===== config.mk =====
export PLATFORM = sky130hd
export DESIGN_NAME = date_period_overlap_days_unit
export DESIGN_NICKNAME = d
export VERILOG_FILES = /design/src/rtl/core/dpo_pkg.sv /design/src/rtl/core/dpo_front.sv /design/src/rtl/core/dpo_queue.sv /design/src/rtl/core/dpo_back.sv /design/src/rtl/core/date_period_overlap_days_unit.sv
export SDC_FILE = /design/constraint.sdc
export NUM_CORES = 2
export LEC_CHECK = 0
export BUFFER_PORTS_ARGS = -buffer_cell sky130_fd_sc_hd__buf_2
export CORE_MARGIN = 8
export CORE_UTILIZATION = 65
export CTS_BUF_LIST = sky130_fd_sc_hd__clkbuf_8 sky130_fd_sc_hd__clkbuf_16
export CTS_CLUSTER_DIAMETER = 50
export DETAILED_ROUTE_END_ITERATION = 7
export PLACE_DENSITY = 0.82
export SYNTH_ARGS = -nofsm -noshare
export SYNTH_HDL_FRONTEND = slang
export SYNTH_SLANG_ARGS = --single-unit

===== constraint.sdc =====
create_clock -name clk_i -period 18.15 [get_ports clk_i]
set_clock_uncertainty 0.1 [all_clocks]
set_input_delay 0 -clock clk_i [delete_from_list [all_inputs] [get_ports clk_i]]
set_output_delay 0 -clock clk_i [all_outputs]
set_load 0.01 [all_outputs]

===== src/rtl/core/dpo_pkg.sv =====
// ----------------------------------------------------------------------------
// dpo_pkg
// shared types, constants and calendar helpers for the date overlap unit
// ----------------------------------------------------------------------------
package dpo_pkg;

  localparam int unsigned YearW   = 12;
  localparam int unsigned MonthW  = 4;
  localparam int unsigned DayW    = 5;
  localparam int unsigned NumW    = 21;  // day number, max about 1.1e6
  localparam int unsigned CntW    = 20;
  localparam int unsigned QuotW   = 6;   // year / 100 for a 12 bit year
  localparam int unsigned NDates  = 4;

  localparam int unsigned QDepth  = 4;
  localparam int unsigned QAw     = $clog2(QDepth);
  localparam int unsigned QCntW   = $clog2(QDepth + 1);

  localparam logic [YearW-1:0]  YearMin  = YearW'(1001);
  localparam logic [YearW-1:0]  YearMax  = YearW'(2999);
  localparam logic [MonthW-1:0] MonthFeb = MonthW'(2);
  localparam logic [MonthW-1:0] MonthDec = MonthW'(12);

  // reciprocal for / 100, exact for any 12 bit value
  localparam int unsigned Div100Mul = 1311;
  localparam int unsigned Div100Sh  = 17;

  typedef struct packed {
    logic [YearW-1:0]  year;
    logic [MonthW-1:0] month;
    logic [DayW-1:0]   day;
  } date_t;

  typedef logic [NumW-1:0] day_num_t;

  typedef struct packed {
    logic                  err;
    day_num_t [NDates-1:0] num;   // a start, a end, b start, b end
  } q_entry_t;

  function automatic logic [QuotW-1:0] div100(input logic [YearW-1:0] v);
    logic [YearW+10:0] p;
    p = (YearW+11)'(v) * (YearW+11)'(Div100Mul);
    return QuotW'(p >> Div100Sh);
  endfunction

  function automatic logic is_leap(input logic [YearW-1:0] y,
                                   input logic [QuotW-1:0] q);
    logic [YearW-1:0] c;
    c = YearW'(q) * YearW'(100);
    return (y[1:0] == 2'b00) && ((y != c) || (q[1:0] == 2'b00));
  endfunction

  function automatic logic [DayW-1:0] month_days(input logic [MonthW-1:0] m,
                                                 input logic leap);
    logic [DayW-1:0] r;
    case (m)
      4'd1, 4'd3, 4'd5, 4'd7, 4'd8, 4'd10, 4'd12: r = DayW'(31);
      4'd4, 4'd6, 4'd9, 4'd11:                    r = DayW'(30);
      4'd2:                                       r = leap ? DayW'(29) : DayW'(28);
      default:                                    r = DayW'(0);
    endcase
    return r;
  endfunction

  // days before the month in a year that starts in march
  function automatic logic [8:0] doy_offset(input logic [MonthW-1:0] mi);
    logic [8:0] r;
    case (mi)
      4'd0:    r = 9'd0;
      4'd1:    r = 9'd31;
      4'd2:    r = 9'd61;
      4'd3:    r = 9'd92;
      4'd4:    r = 9'd122;
      4'd5:    r = 9'd153;
      4'd6:    r = 9'd184;
      4'd7:    r = 9'd214;
      4'd8:    r = 9'd245;
      4'd9:    r = 9'd275;
      4'd10:   r = 9'd306;
      4'd11:   r = 9'd337;
      default: r = 9'd0;
    endcase
    return r;
  endfunction

endpackage


===== src/rtl/core/dpo_front.sv =====
// ----------------------------------------------------------------------------
// dpo_front
// two stage date decoder: checks each date and turns it into a day number
// ----------------------------------------------------------------------------
module dpo_front (
  input  logic                                    clk_i,
  input  logic                                    rst_ni,
  input  logic                                    in_valid_i,
  output logic                                    in_ready_o,
  input  dpo_pkg::date_t [dpo_pkg::NDates-1:0]    in_dates_i,
  input  logic [dpo_pkg::QCntW-1:0]               q_count_i,
  output logic                                    push_o,
  output dpo_pkg::q_entry_t                       push_data_o
);
  import dpo_pkg::*;

  typedef struct packed {
    date_t              dt;
    logic [YearW-1:0]   yy;
    logic [MonthW-1:0]  mi;
    logic [QuotW-1:0]   qy;
    logic [QuotW-1:0]   qyy;
    day_num_t           y365;
  } lane_t;

  logic                   s1_v_q, s2_v_q;
  lane_t [NDates-1:0]     s1_d, s1_q;
  q_entry_t               s2_d, s2_q;
  logic [QCntW:0]         used;
  logic                   in_fire;

  // room is reserved for every word still in the two stages
  assign used       = (QCntW+1)'(q_count_i) + (QCntW+1)'(s1_v_q) + (QCntW+1)'(s2_v_q);
  assign in_ready_o = used < (QCntW+1)'(QDepth);
  assign in_fire    = in_valid_i && in_ready_o;

  always_comb begin
    for (int i = 0; i < NDates; i++) begin
      s1_d[i].dt   = in_dates_i[i];
      if (in_dates_i[i].month > MonthFeb) begin
        s1_d[i].yy = in_dates_i[i].year;
        s1_d[i].mi = in_dates_i[i].month - MonthW'(3);
      end else begin
        s1_d[i].yy = in_dates_i[i].year - YearW'(1);
        s1_d[i].mi = in_dates_i[i].month + MonthW'(9);
      end
      s1_d[i].qy   = div100(in_dates_i[i].year);
      s1_d[i].qyy  = div100(s1_d[i].yy);
      s1_d[i].y365 = NumW'(s1_d[i].yy) * NumW'(365);
    end
  end

  always_comb begin
    logic ok;
    logic leap;
    s2_d.err = 1'b0;
    for (int i = 0; i < NDates; i++) begin
      leap = is_leap(s1_q[i].dt.year, s1_q[i].qy);
      ok   = (s1_q[i].dt.year >= YearMin) && (s1_q[i].dt.year <= YearMax) &&
             (s1_q[i].dt.month != MonthW'(0)) && (s1_q[i].dt.month <= MonthDec) &&
             (s1_q[i].dt.day != DayW'(0)) &&
             (s1_q[i].dt.day <= month_days(s1_q[i].dt.month, leap));
      if (!ok) begin
        s2_d.err = 1'b1;
      end
      s2_d.num[i] = s1_q[i].y365 + NumW'(s1_q[i].yy[YearW-1:2]) -
                    NumW'(s1_q[i].qyy) + NumW'(s1_q[i].qyy[QuotW-1:2]) +
                    NumW'(doy_offset(s1_q[i].mi)) + NumW'(s1_q[i].dt.day) - NumW'(1);
    end
  end

  always_ff @(posedge clk_i or negedge rst_ni) begin
    if (!rst_ni) begin
      s1_v_q <= 1'b0;
      s2_v_q <= 1'b0;
    end else begin
      s1_v_q <= in_fire;
      s2_v_q <= s1_v_q;
    end
  end

  always_ff @(posedge clk_i) begin
    if (in_fire) begin
      s1_q <= s1_d;
    end
    if (s1_v_q) begin
      s2_q <= s2_d;
    end
  end

  assign push_o      = s2_v_q;
  assign push_data_o = s2_q;

endmodule


===== src/rtl/core/dpo_queue.sv =====
// ----------------------------------------------------------------------------
// dpo_queue
// small fifo of decoded day numbers between the decoder and the back end
// ----------------------------------------------------------------------------
module dpo_queue (
  input  logic                       clk_i,
  input  logic                       rst_ni,
  input  logic                       push_i,
  input  dpo_pkg::q_entry_t          push_data_i,
  input  logic                       pop_i,
  output logic                       not_empty_o,
  output dpo_pkg::q_entry_t          head_o,
  output logic [dpo_pkg::QCntW-1:0]  count_o
);
  import dpo_pkg::*;

  q_entry_t [QDepth-1:0] mem_q;
  logic [QAw-1:0]        wr_q, wr_d, rd_q, rd_d;
  logic [QCntW-1:0]      cnt_q, cnt_d;
  logic                  do_pop;

  assign do_pop = pop_i && (cnt_q != QCntW'(0));

  always_comb begin
    wr_d  = push_i ? wr_q + QAw'(1) : wr_q;
    rd_d  = do_pop ? rd_q + QAw'(1) : rd_q;
    cnt_d = cnt_q + QCntW'(push_i) - QCntW'(do_pop);
  end

  always_ff @(posedge clk_i or negedge rst_ni) begin
    if (!rst_ni) begin
      wr_q  <= '0;
      rd_q  <= '0;
      cnt_q <= '0;
    end else begin
      wr_q  <= wr_d;
      rd_q  <= rd_d;
      cnt_q <= cnt_d;
    end
  end

  always_ff @(posedge clk_i) begin
    if (push_i) begin
      mem_q[wr_q] <= push_data_i;
    end
  end

  assign not_empty_o = cnt_q != QCntW'(0);
  assign head_o      = mem_q[rd_q];
  assign count_o     = cnt_q;

endmodule


===== src/rtl/core/dpo_back.sv =====
// ----------------------------------------------------------------------------
// dpo_back
// overlap stage: picks later start and earlier end, then counts the days
// ----------------------------------------------------------------------------
module dpo_back (
  input  logic                        clk_i,
  input  logic                        rst_ni,
  input  logic                        q_valid_i,
  output logic                        q_pop_o,
  input  dpo_pkg::q_entry_t           q_head_i,
  output logic                        out_valid_o,
  input  logic                        out_ready_i,
  output logic [dpo_pkg::CntW-1:0]    out_cnt_o,
  output logic                        out_err_o
);
  import dpo_pkg::*;

  logic                b1_v_q, o_v_q;
  day_num_t            lo_q, hi_q, lo_d, hi_d;
  logic                ok_q, ok_d, err_q;
  logic [CntW-1:0]     cnt_q, cnt_d;
  logic                o_err_q;
  logic                o_ready, b1_ready, b1_fire;

  assign o_ready  = !o_v_q || out_ready_i;
  assign b1_ready = !b1_v_q || o_ready;
  assign q_pop_o  = q_valid_i && b1_ready;
  assign b1_fire  = b1_v_q && o_ready;

  always_comb begin
    lo_d = (q_head_i.num[0] > q_head_i.num[2]) ? q_head_i.num[0] : q_head_i.num[2];
    hi_d = (q_head_i.num[1] < q_head_i.num[3]) ? q_head_i.num[1] : q_head_i.num[3];
    ok_d = !q_head_i.err && (q_head_i.num[1] >= q_head_i.num[0]) &&
           (q_head_i.num[3] >= q_head_i.num[2]);
  end

  always_comb begin
    day_num_t diff;
    diff  = hi_q - lo_q + NumW'(1);
    cnt_d = (ok_q && (hi_q >= lo_q)) ? diff[CntW-1:0] : '0;
  end

  always_ff @(posedge clk_i or negedge rst_ni) begin
    if (!rst_ni) begin
      b1_v_q <= 1'b0;
      o_v_q  <= 1'b0;
    end else begin
      if (b1_ready) begin
        b1_v_q <= q_valid_i;
      end
      if (o_ready) begin
        o_v_q <= b1_v_q;
      end
    end
  end

  always_ff @(posedge clk_i) begin
    if (q_pop_o) begin
      lo_q  <= lo_d;
      hi_q  <= hi_d;
      ok_q  <= ok_d;
      err_q <= q_head_i.err;
    end
    if (b1_fire) begin
      cnt_q   <= cnt_d;
      o_err_q <= err_q;
    end
  end

  assign out_valid_o = o_v_q;
  assign out_cnt_o   = cnt_q;
  assign out_err_o   = o_err_q;

endmodule


===== src/rtl/core/date_period_overlap_days_unit.sv =====
// ----------------------------------------------------------------------------
// date_period_overlap_days_unit
// days shared by two gregorian date periods, both ends counted
// ----------------------------------------------------------------------------
// throughput: one period pair per cycle unless the output stalls; the 4-entry
//   queue between the two-stage decoder and the overlap stages lets either
//   side stall alone
// reset: clears valid flags and queue pointers; data registers keep content
module date_period_overlap_days_unit (
  input  logic        clk_i,
  input  logic        rst_ni,
  input  logic        s_axis_tvalid,
  output logic        s_axis_tready,
  // [11:0] a_start_year, [15:12] a_start_month, [20:16] a_start_day,
  // [32:21] a_end_year, [36:33] a_end_month, [41:37] a_end_day,
  // [53:42] b_start_year, [57:54] b_start_month, [62:58] b_start_day,
  // [74:63] b_end_year, [78:75] b_end_month, [83:79] b_end_day, [87:84] zero
  input  logic [87:0] s_axis_tdata,
  output logic        m_axis_tvalid,
  input  logic        m_axis_tready,
  // [19:0] overlap_days, [23:20] zero
  output logic [23:0] m_axis_tdata,
  // [0] date_error
  output logic [0:0]  m_axis_tuser
);
  import dpo_pkg::*;

  localparam int unsigned DateW = YearW + MonthW + DayW;

  date_t [NDates-1:0] dates;
  logic               push, q_valid, q_pop;
  q_entry_t           push_data, q_head;
  logic [QCntW-1:0]   q_count;
  logic [CntW-1:0]    cnt;
  logic               err;

  // each date packs year low, then month, then day
  always_comb begin
    for (int i = 0; i < NDates; i++) begin
      dates[i].year  = s_axis_tdata[i*DateW +: YearW];
      dates[i].month = s_axis_tdata[i*DateW + YearW +: MonthW];
      dates[i].day   = s_axis_tdata[i*DateW + YearW + MonthW +: DayW];
    end
  end

  dpo_front u_front (
    .clk_i       (clk_i),
    .rst_ni      (rst_ni),
    .in_valid_i  (s_axis_tvalid),
    .in_ready_o  (s_axis_tready),
    .in_dates_i  (dates),
    .q_count_i   (q_count),
    .push_o      (push),
    .push_data_o (push_data)
  );

  dpo_queue u_queue (
    .clk_i       (clk_i),
    .rst_ni      (rst_ni),
    .push_i      (push),
    .push_data_i (push_data),
    .pop_i       (q_pop),
    .not_empty_o (q_valid),
    .head_o      (q_head),
    .count_o     (q_count)
  );

  dpo_back u_back (
    .clk_i       (clk_i),
    .rst_ni      (rst_ni),
    .q_valid_i   (q_valid),
    .q_pop_o     (q_pop),
    .q_head_i    (q_head),
    .out_valid_o (m_axis_tvalid),
    .out_ready_i (m_axis_tready),
    .out_cnt_o   (cnt),
    .out_err_o   (err)
  );

  assign m_axis_tdata = {4'b0000, cnt};
  assign m_axis_tuser = err;

endmodule


# Word level (Yosys, flattened, before mapping)
# Memory sizes are Yosys's and may differ from the RTL's. A register that Yosys moved wholly into a read port is not among the register bits.
# Cells that the tools add are included.
dict set report word_totals {
  register_bits 781
  rom_bits 576
  inputBits 92
  output_inout_bits 27
  memories 4
}
dict set report classes {
  addsub 44
  n_mul 16
  n_lt_le_gt_ge 29
  eq_ne 52
  muxes 24
  reduce_logical 67
}
# name words width read_ports rd_ports_with_merged_regs write_ports line_no
set memory_table {}
lappend memory_table {{(name not given)} 16 9 1 1 0 dpo_pkg.sv:69} ;# case (mi)
lappend memory_table {{(name not given)} 16 9 1 1 0 dpo_pkg.sv:69}
lappend memory_table {{(name not given)} 16 9 1 1 0 dpo_pkg.sv:69}
lappend memory_table {{(name not given)} 16 9 1 1 0 dpo_pkg.sv:69}
# op count
set op_table {}
lappend op_table {{$bwmux W340} 1}
lappend op_table {{$mul A12 B11 Y23 const B} 8}
lappend op_table {{$bmux W85 S2} 1}
lappend op_table {{$demux W85 S2} 1}
lappend op_table {{$mux W85} 2}
lappend op_table {{$add A21 B10 Y21} 4}
lappend op_table {{$add A21 B4 Y21} 4}
lappend op_table {{$add A21 B5 Y21} 4}
lappend op_table {{$add A21 B9 Y21} 4}
lappend op_table {{$mul A12 B9 Y21 const B} 4}
lappend op_table {{$sub A21 B1 Y21 const B} 4}
lappend op_table {{$sub A21 B6 Y21} 4}
lappend op_table {{$eq A4 B4 Y1 const B} 20}
lappend op_table {{$eq A4 B3 Y1 const B} 16}
lappend op_table {{$mux W16} 4}
lappend op_table {{$ge A21 B21 Y1} 3}
lappend op_table {{$pmux W5 S3} 4}
lappend op_table {{$ge A12 B10 Y1 const B} 4}
lappend op_table {{$le A12 B12 Y1 const B} 4}
lappend op_table {{$ne A12 B12 Y1} 4}
lappend op_table {{$sub A12 B1 Y12 const B} 4}
lappend op_table {{$mux W21} 2}
lappend op_table {{$mul A6 B5 Y10 const B} 4}
lappend op_table {{$eq A4 B2 Y1 const B} 8}
lappend op_table {{30 further kinds} 114}

# Longest topological paths before layout
dict set report logic_depth {
  ltp_word 9
  mapped_depth 28
  mapped_depth_nobuf 28
}

# By module
# Synthesis repeated with hierarchy kept, for this count alone.
dict set report hier_totals {
  hier_cells 5983
  area_unflattened_um2 70702.8
}
# mod instances cells_each area_per_inst_um2 seq_area_each_um2
set by_module_without_submodules {}
lappend by_module_without_submodules {dpo_front 1 4885 51777.2 11491.0}
lappend by_module_without_submodules {dpo_queue 1 479 12683.4 10385.0}
lappend by_module_without_submodules {dpo_back 1 614 6208.5 2001.9}
lappend by_module_without_submodules {date_period_overlap_days_unit 1 5 33.8 0.0}

# Worst setup path before layout
# No wires, ideal clock.
dict set report synth_path {
  kind {register to register}
  from {register u_front.s1_v_q}
  to {register with a tool-made name}
  setup_ns 0.123
  arrival_time_ns 10.296
  required_time_ns 17.927
  path_slack_ns 7.632
  stages_incl_launch_ff 12
  synth_period_minus_slack_ns 10.518
  cell_sequence {dfrtp_1 a21oi_1 o22ai_1 nand2_1 clkbuf_1 clkbuf_1 inv_1 a21boi_1 ha_1 nor2_1 a21oi_1 o22ai_1}
}
# element line_no
set synth_rtl {}
lappend synth_rtl {{start: declaration} dpo_front.sv:26} ;# logic s1_v_q, s2_v_q;
lappend synth_rtl {{start signal: assignment} dpo_front.sv:77} ;# s1_v_q <= in_fire;

==> metrics.md <==
| Metric | Value |
|---|---|
| Initial Util | `between 60 and 70%` |
| Crit path buf inv count | `6` |
| Post_cts resized | `0` |
| Final worst setup slack | `11280 ps` |
| PortBufs | `110` |
| Worst path required time | `between 15000 and 20000 ps` |
| Primary FF master, synth | `edfxtp_1` |
| Gr usage total | `between 20% and 30%` |
| Root Buffer Master | `clkbuf_16` |
| Tightest Pin Transition | `approximately 1200 ps` |
| RSZ-0062 raised after global routing | `no` |
| Worst-path clk slew | `~60 ps` |
| Initial antenna violation count | `0` |
| Family with the most delay on the worst path | `adder cells` |
| Asr flop ratio synth | `1.36%` |
| Vias | `between 40000 and 50000` |
| Post-CTS Setup Inserts | `0` |
| Startpoint types | `input port` |
| Synth warn | `0` |
| Unique masters post-synth | `slightly above 80` |
| Worst skew pair latency | `around 700 ps` |
| Vias/cell | `between 5 and 6` |
| Crit Path Category | `input port to register` |
| Final setup viols | `0` |
| First-pass GRT wire length | `around 250000 um` |
| Post-Syn Area | `between 70000 and 80000 um^2` |
| Drt wl/cell | `roughly 19 um` |
| Core Box Area | `~110000 um^2` |
| Crit Path Max Fanout | `8` |
| DRT Pass-1 Iters | `6` |
| Chip width | `345 um` |
| Crit end category | `register` |
| Hold slack | `between 20 and 30 ps` |
| Worst path max stage delay | `between 800 and 900 ps` |
| Largest net degree at the start of global routing | `91` |
| Synth area leaders | `edfxtp_1, ha_1, fa_1, inv_1, xnor2_1` |
| Post-synth top cells | `ha_1, inv_1, edfxtp_1, fa_1, xnor2_1` |
| Count leader, synth | `ha_1` |
| DRC viols | `0` |
| Max Fclk | `roughly 0.15 GHz` |
| Status | `finished clean` |
| Slew Viols, Final | `0` |
| Total CTS buffers | `95` |
| Routed WL | `~150000 um` |
| P&R area growth vs syn | `9.79%` |
| Period utilisation layout | `37.9%` |
| Gpl congestion | `~0.93` |
| Relative slew slack | `19.8%` |
| Total I/O pin count | `between 100 and 150` |
| CTS Buffer Depth | `3` |
| Vias in the first global route | `about 50000` |
| Post-Syn Instances | `5948` |
| Pre-CTS setup slack | `11210 ps` |
| Hold_buf cts | `around 110` |
| Crit path time final | `between 6000 and 7000 ps` |
| Site Rows | `120` |
| Flops & latches, synth | `approximately 800` |
| Sink Count | `~800` |
| Antenna viol nets, final | `0` |
| CTS tree | `done` |
| H-tree depth | `3` |
| Total Neg Setup Slack | `0 ps` |
| Post-synth top area share | `between 30% and 40%` |
| Number of synthesized flops with an enable pin | `between 700 and 800` |
| Die area | `~120000 um^2` |
| Max_cap viols | `0` |
| Initial DRC Count | `slightly below 3000` |
| Grt total ovfl | `0` |
| Fin nets | `~8200` |
| Share of cells above drive strength 1 | `under 10%` |
| CP max-delay cell | `xnor2_1` |
| Fin. Hold Viols | `0` |
| Height of the die | `roughly 340 um` |
| Yosys top cell by area | `edfxtp_1` |
| Syn_area_per_cell | `between 10 and 15 um^2` |
| Worst hold path type | `input port to register` |
| DP HPWL | `~110000 um` |
| Data arrival, critical path | `7170 ps` |
| Post-synthesis sequential area ratio | `approximately a third` |
-- final cells by class --
class / count / area, um^2
clock inverter: 81 / 818
sequential: 809 / 23900
antenna: 1 / 2.50
fill: 6902 / 30000
multi-input combinational: 3790 / 41400
timing repair buffer: 263 / 1980
clock buffer: 98 / 2420
inverter: 1318 / 4950
tap: 1403 / 1760
-- metrics by stage --
| stage | instance area (um^2) | std cells | utilization, % |
|---|---|---|---|
| 2_1_floorplan | 70400 | 5951 | - |
| 5_1_grt | 77200 | 7762 | 72.0 |
| 3_3_place_gp | 72800 | 7469 | 68.0 |
| 4_1_cts | 77200 | 7762 | 72.0 |
| 6_report | 77200 | 7763 | 72.0 |
| 3_5_place_dp | 72800 | 7469 | 68.0 |
-- layout by cell type, fill, tap and decap left out, drive strengths merged, types with 48 or more instances in the layout --
cell	n
a21o	99
a21oi	232
buf	149
clkbuf	98
dlygate4sd3	114
edfxtp	762
fa	546
ha	1333
inv	1349
mux4	85
nand2	142
nand3	48
nor2	185
o21a	60
o21ai	138
xnor2	273
xor2	85
-- worst paths after layout --
kind	start	endpoint	slack (ps)	depth (start not counted)
max in group asynchronous	rst_ni	u_queue.rd_q[0]	17220	3
worst max-delay path	s_axis_tdata[24]	u_front.s1_q[96]	11280	26
worst min-delay path	s_axis_tdata[14]	u_front.s1_q[56]	30	2
worst min register to register	u_back.err_q	u_back.out_err_o	320	0
worst max register to register	u_queue.rd_q[0]	u_back.hi_q[2]	12610	12
min in group asynchronous	rst_ni	u_queue.rd_q[1]	300	3
-- cell families (layout without fill, tap and decap cells) --
logic type	after synthesis	after routing	synth area share, %
fa+ha+maj	1885	1885	39.3
buf+inv	1352	1760	7.26
flops	809	809	33.9
compound gates	774	774	7.07
simple gates	623	623	4.29
xor+xnor	358	358	4.47
mux	146	146	3.63
other cells	1	5	0.00533
-- per-layer routing --
metal	wire, um	track usage [%]	up-vias
li1	-	-	21000
met1	61600	32.7	22200
met2	75200	45.3	1438
met3	7650	3.26	412
met4	6020	9.78	0
met5	0	0	-
-- flip-flops by register name, indices dropped and copies added, names as in the netlist, named ones only --
register             count
u_queue.rd_q             2
u_front.s1_q           272
u_back.out_err_o         1
u_queue.mem_q          340
u_back.lo_q             21
u_back.hi_q             21
u_back.err_q             1
u_back.ok_q              1
u_queue.wr_q             2
u_front.push_o           1
u_queue.count_o          3
u_front.push_data_o     85
u_back.out_valid_o       1
u_back.b1_v_q            1
u_back.out_cnt_o        20
u_front.s1_v_q           1
Power is not shown: default switching activity piles up to over one toggle a cycle in this logic, so the estimate is an artifact.
